<file path="src/rtl/cvrp_pkg.sv">
`timescale 1ns / 1ps
package cvrp_pkg;

  localparam int CORNER_COUNT = 8;
  localparam int CORNER_W     = 3;
  localparam int CFG_W        = 11;
  localparam int CFG_IDX_W    = 2;
  localparam int ANGLE_W      = 16;
  localparam int COORD_W      = 16;
  localparam int SINE_W       = 16;
  localparam int TRIG_W       = 17;
  localparam int DIFF_W       = 18;
  localparam int PA_W         = 35;
  localparam int X_W          = 36;
  localparam int MX_W         = 48;
  localparam int MY_W         = 32;
  localparam int NUM_W        = 30;
  localparam int RECIP_W      = 32;
  localparam int RECIP_SHIFT  = 47;
  localparam int CR_SHIFT     = 15;
  localparam int X_SHIFT      = 31;
  localparam int Y_SHIFT      = 16;

  localparam logic [CFG_W-1:0]   CFG_RESET   = 11'd64;
  localparam logic [ANGLE_W-1:0] ANGLE_WRAP  = 16'd36000;
  localparam logic [NUM_W-1:0]   ANGLE_HALF  = 30'd18000;
  localparam logic [63:0]        RECIP_WIDE  = ((64'd1 << RECIP_SHIFT) + 64'd35999) / 64'd36000;
  localparam logic [RECIP_W-1:0] PHASE_RECIP = RECIP_WIDE[RECIP_W-1:0];
  localparam logic [63:0]        HALF_PI_Q30 = 64'd1686629713;

  typedef enum logic [CFG_IDX_W-1:0] {
    REG_EDGE_LENGTH,
    REG_CENTER_COL,
    REG_CENTER_ROW
  } cfg_reg_t;

  typedef enum logic [2:0] {
    S_IDLE,
    S_MUL,
    S_ROM_ROLL,
    S_ROM_PITCH,
    S_TRIG,
    S_SRMUL,
    S_CORNER,
    S_DRAIN
  } state_t;

  typedef struct packed {
    logic                capture;
    logic                mul;
    logic                rom_pitch;
    logic                load_roll;
    logic                load_pitch;
    logic                mul_sr;
    logic                corner_valid;
    logic                corner_last;
    logic [CORNER_W-1:0] corner_idx;
  } dp_cmd_t;

  typedef struct packed {
    logic drain_last;
  } dp_status_t;

  // quarter-wave sine entry, q30 series rounded to q15
  function automatic logic [SINE_W-1:0] series_sine(input logic [31:0] k,
                                                    input int unsigned bits);
    logic [63:0]        x;
    logic [63:0]        x2;
    logic [63:0]        term;
    logic signed [63:0] sum;
    logic [63:0]        rnd;
    x    = ({32'd0, k} * HALF_PI_Q30) >> bits;
    x2   = (x * x) >> 30;
    term = x;
    sum  = $signed(x);
    term = ((term * x2) >> 30) / 64'd6;
    sum  = sum - $signed(term);
    term = ((term * x2) >> 30) / 64'd20;
    sum  = sum + $signed(term);
    term = ((term * x2) >> 30) / 64'd42;
    sum  = sum - $signed(term);
    term = ((term * x2) >> 30) / 64'd72;
    sum  = sum + $signed(term);
    term = ((term * x2) >> 30) / 64'd110;
    sum  = sum - $signed(term);
    term = ((term * x2) >> 30) / 64'd156;
    sum  = sum + $signed(term);
    term = ((term * x2) >> 30) / 64'd210;
    sum  = sum - $signed(term);
    if (sum < 0) begin
      sum = '0;
    end
    rnd = ($unsigned(sum) + 64'd16384) >> 15;
    if (rnd > 64'd32768) begin
      rnd = 64'd32768;
    end
    return rnd[SINE_W-1:0];
  endfunction

endpackage

</file>
<file path="src/rtl/cvrp_ctrl.sv">
`timescale 1ns / 1ps
module cvrp_ctrl (
  input  logic                 clk,
  input  logic                 rst,
  input  logic                 start,
  output logic                 busy,
  output cvrp_pkg::dp_cmd_t    cmd,
  input  cvrp_pkg::dp_status_t status
);
  import cvrp_pkg::*;

  localparam logic [CORNER_W-1:0] LAST_CORNER = CORNER_W'(CORNER_COUNT - 1);

  state_t              state;
  state_t              state_next;
  logic [CORNER_W-1:0] corner_cnt;
  logic [CORNER_W-1:0] corner_cnt_next;

  always_ff @(posedge clk) begin
    if (rst) begin
      state      <= S_IDLE;
      corner_cnt <= '0;
    end else begin
      state      <= state_next;
      corner_cnt <= corner_cnt_next;
    end
  end

  always_comb begin
    state_next      = state;
    corner_cnt_next = corner_cnt;
    cmd             = '0;
    cmd.corner_idx  = corner_cnt;
    busy            = (state != S_IDLE);
    unique case (state)
      S_IDLE: begin
        if (start) begin
          cmd.capture = 1'b1;
          state_next  = S_MUL;
        end
      end
      S_MUL: begin
        cmd.mul    = 1'b1;
        state_next = S_ROM_ROLL;
      end
      S_ROM_ROLL: begin
        state_next = S_ROM_PITCH;
      end
      S_ROM_PITCH: begin
        cmd.rom_pitch = 1'b1;
        cmd.load_roll = 1'b1;
        state_next    = S_TRIG;
      end
      S_TRIG: begin
        cmd.load_pitch = 1'b1;
        state_next     = S_SRMUL;
      end
      S_SRMUL: begin
        cmd.mul_sr      = 1'b1;
        corner_cnt_next = '0;
        state_next      = S_CORNER;
      end
      S_CORNER: begin
        cmd.corner_valid = 1'b1;
        cmd.corner_last  = (corner_cnt == LAST_CORNER);
        corner_cnt_next  = corner_cnt + 1'b1;
        if (corner_cnt == LAST_CORNER) begin
          state_next = S_DRAIN;
        end
      end
      S_DRAIN: begin
        if (status.drain_last) begin
          state_next = S_IDLE;
        end
      end
      default: state_next = S_IDLE;
    endcase
  end

endmodule

</file>
<file path="config.mk">
export PLATFORM = sky130hd
export DESIGN_NAME = cvrp_ctrl
export DESIGN_NICKNAME = d
export VERILOG_FILES = /design/src/rtl/cvrp_pkg.sv /design/src/rtl/cvrp_ctrl.sv
export SDC_FILE = /design/constraint.sdc
export NUM_CORES = 1
export LEC_CHECK = 0
export BUFFER_PORTS_ARGS = -buffer_cell sky130_fd_sc_hd__buf_2
export CAP_MARGIN = 20
export CORE_AREA = 2 2 39 41
export DETAILED_ROUTE_END_ITERATION = 8
export DIE_AREA = 0 0 41 43
export SLEW_MARGIN = 0
export SYNTH_ARGS = -nofsm -noshare
export SYNTH_HDL_FRONTEND = slang
export SYNTH_SLANG_ARGS = --single-unit
</file>
<file path="constraint.sdc">
create_clock -name clk -period 1.2 [get_ports clk]
set_clock_uncertainty 0.1 [all_clocks]
set_input_delay 0.12 -clock clk [delete_from_list [all_inputs] [get_ports clk]]
set_output_delay 0.12 -clock clk [all_outputs]
set_load 0.05 [all_outputs]
</file>
== After elaboration in Yosys (flattened, before gate mapping) ==
Index checks and enable logic that the tools add are counted.
Cells by class
  add/subtract/negate cells: 1
  muxes and demuxes: 12
  reductions and logical operators: 4
  equal/unequal tests: 11
Operator list (number)
  $pmux W3 S8: 1
  $eq A3 B3 Y1 const B: 5
  $mux W3: 3
  $eq A3 B2 Y1 const B: 2
  $ne A2 B2 Y1 const B: 3
  $pmux W3 S2: 1
  $mux W1: 5
  $mux W2: 2
  $add A3 B1 Y3 const B: 1
  $eq A3 B1 Y1 const B: 1
  $logic_not A3 Y1: 1
  $reduce_and A3 Y1: 1
  $reduce_bool A3 Y1: 1
  $reduce_bool A2 Y1: 1
Storage, ports and cells
  word-level logic and storage cells: 30
  register bits after elaboration: 6
  output and inout bits: 12
  bits of input ports: 4

== Longest topological paths before layout ==
  depth in word-level cells: 3
  depth in mapped cells: 4
  mapped depth without buffers: 4

== Least setup slack after synthesis ==
Ideal clock, no wire load.
  kind: reg2out
  start point: reg state[1]
  end point: out cmd[8] (netlist name)
  path buffers: 2
  setup slack: -0.718 ns
  cell stages (with the launch flop): 5
  arrival time: 1.698 ns
  required time: 0.980 ns
  cells stage by stage: dfxtp_1 > buf_6 > and2_2 > nor2b_1 > buf_4
RTL lines
  start: declaration: line cvrp_ctrl.sv:14  | state_t state;
  start signal: assignment: line cvrp_ctrl.sv:24  | state <= state_next;
  end: declaration: line cvrp_ctrl.sv:7  | output cvrp_pkg::dp_cmd_t cmd,

==> run summary <==
Final Hold Viols: 0
Rel. slew slack: 80.6%
Leading post-synthesis cells by cell area: dfxtp_1 30%, ha_1 6.3%, buf_6 5.6%, a32oi_1 4.4%, o21ba_4 4.1%
Synth Register Bits: 6
Clock sink total: 6
Final Cycle Share: 119%
CTS tree: done
Layout cells sized above 1: 79.5%
Crit path launch type: flop
Top cell type's share of synthesized area: 30.0%
Vias: 440
Crit. End Element: output pin
RSZ-0062 raised after global routing: true
Global-route wire length before repair: 1650 µm
Initial antenna violation count: 0
Worst Hold Path Cells: 2
CTS Buf Count: 3
Mapped Nets: 52
Min-Delay Startpoint: rst
Ports: 16
Max Cap Viol: 0
Critical path type: flop to output pin
ANT cells: 0
Biggest cell delay along the critical path: 0.38 ns
Pre-CTS WS: -0.119 ns
Chip width: 41 µm
Critical R2R Launch: corner_cnt[1]
Root Buffer: clkbuf_4
DR pass1 iterations: 2
Maximum clock frequency: 0.699 GHz
Setup WS post-layout: -0.231 ns
Total track usage: 13.1%
CTS Hold Buffers Added: 0
Post-synth EDFFs: 0
Pwr per Cell Area: 883 nW/µm²
H-Tree Depth: 1
Reg2Reg Depth: 5
Wirelength, routed: 1030 µm
Top cells by count, synth: 6 x dfxtp_1, 4 x nand2_1, 3 x a21oi_1, 3 x nor2_1
Worst hold-check path type: primary input to flop
Critical path required time: 0.98 ns
Mapped Area: 400 µm²
Vias in the first global route: 396
Yosys cell types: 28
Synth Warn #: 0
Max clock buf depth: 2
Syn_area_per_cell: 8.70 µm²
DRC Markers: 0
Skew-Pair Late Insertion Delay: 0.23 ns
Vias/cell: 4.68
Fin nets: 86
Slowest-stage cell, CP: or3_4
Grt ovf: 0
Cells after Synth: 46
Status: finished, violations left
Top-count cell post-synth: dfxtp_1
Leak: 0.367 nW
Endpoints failing setup: 12
Asr flop ratio synth: 0%
Drt initial violations: 5
Slew @ Worst Pin: 0.289 ns
Cell area after layout: 806 µm²
Slew Viols, Final: 0
Initial Util: 28.9%
Die ar.: 1760 µm²
Post-layout min period: 1.43 ns
Synth area leader: dfxtp_1
DP Area: 609 µm²
FF-to-FF End: state[0]
Port bufs: 15
Avg WL per Cell: 10.9 µm
Max VDD drop: 0.469 mV
Total power: 0.000711 W
Die Y: 43 µm
Largest net degree at the start of global routing: 8
Synth-to-layout area growth: 101%
GPL Wtd Cong: 0.744
Detail Placement HPWL: 776 µm
Violated checks: setup timing
Clock transition at path regs: 0.04 ns
FF-to-FF setup slack: -0.05 ns
Critical path peak fanout: 7
Worst Hold End: corner_cnt[0]
Std cell rows: 14
Core area: 1380 µm²
Final antenna-violating net count: 0
Worst EP arrival: 1.21 ns
Critical Path, Cell by Cell: or3_4 > nor2_4 > buf_6
Top FF cell, synth: dfxtp_1
Seq/Total Area, Yosys: 30.0%
==> logic make-up (layout without fill, tap and decap cells) <==
group                      Yosys count  in the layout  share of synthesized area, %
and+or+nand+nor                     21             21                          32.8
AOI/OAI and AO/OA                   11             11                          20.3
DFF                                  6              6                          30.0
buffers and inverters                6             38                          10.6
adders and majority gates            2              2                          6.25
==> registers in the layout, indices dropped and copies added, names as in the netlist <==
signal and cells:
corner_cnt 3, state 3
==> layout by cell type (no fill, tap or decap), drive strengths merged <==
cell,netlist,final
or3,1,1
a22oi,1,1
o21ba,1,1
and3b,1,1
o21ai,2,2
and2b,1,1
nand2,4,4
a211oi,1,1
nor2b,2,2
nor2,5,5
a21oi,3,3
inv,2,2
nor3b,1,1
dfxtp,6,6
nor3,1,1
and2,2,2
buf,4,32
nor4,1,1
ha,2,2
a32oi,2,2
a21boi,1,1
clkbuf,0,4
nand4,1,1
and3,1,1
==> where the power goes <==
| part | leakage [nW] | total (W) | internal (W) | switching, W |
|---|---|---|---|---|
| Combinational | 0.301 | 0.000318 | 0.000149 | 0.000169 |
| Clock | 0.0138 | 0.000171 | 0.000112 | 0.0000587 |
| Sequential | 0.0527 | 0.000222 | 0.000207 | 0.0000153 |
==> how the worst max path moves through the flow <==
stage / from / to / cells past startpoint / slack, ns
2_1_floorplan: state[1] / cmd[10] / 3 / -0.22
3_3_place_gp: state[2] / cmd[10] / 3 / -0.08
3_5_place_dp: state[2] / cmd[10] / 3 / -0.12
4_1_cts: state[0] / cmd[10] / 3 / -0.24
5_1_grt: state[1] / cmd[10] / 3 / -0.26
6_report: state[0] / cmd[10] / 3 / -0.23
==> metal layers <==
layer | up-vias | wire (µm) | global-route usage [%]
li1 | 228 | - | -
met1 | 206 | 423 | 17.9
met2 | 6 | 576 | 21.6
met3 | 0 | 24 | 1.57
met4 | 0 | 0 | 2.00
met5 | - | 0 | 0
==> stage by stage <==
step / TNS (ns) / utilization (%) / cells / hold slack (ns)
4_1_cts: -1.60 / 53.6 / 91 / 0.0212
6_report: -1.63 / 58.2 / 94 / 0.0258
3_5_place_dp: -0.407 / 44.0 / 85 / 0.264
2_1_floorplan: -0.835 / - / 46 / 0.0794
5_1_grt: -2.16 / 58.2 / 94 / 0.0391
3_3_place_gp: -0.156 / 44.0 / 85 / 0.266
==> area by class of cell <==
cell class / instances / area (µm²)
clock buffer: 3 / 22.5
fill: 134 / 578
inverter: 2 / 7.51
multi-input combinational: 34 / 333
sequential: 6 / 138
tap: 16 / 20.0
timing repair buffer: 33 / 285
==> repair_timing <==
action / CTS / global route
resized for setup: 29 / 10
buffers inserted: 3 / 3
setup endpoints to repair: 14 / 14
pin swaps: 7 / 8
==> worst max-delay path: cells and delay by family (launching register included) <==
family / cells / cell delay, ns
buffers and inverters: 1 / 0.16
DFF: 1 / 0.36
and+or+nand+nor: 2 / 0.47
No activity file was read; power rests on OpenSTA's default activity.
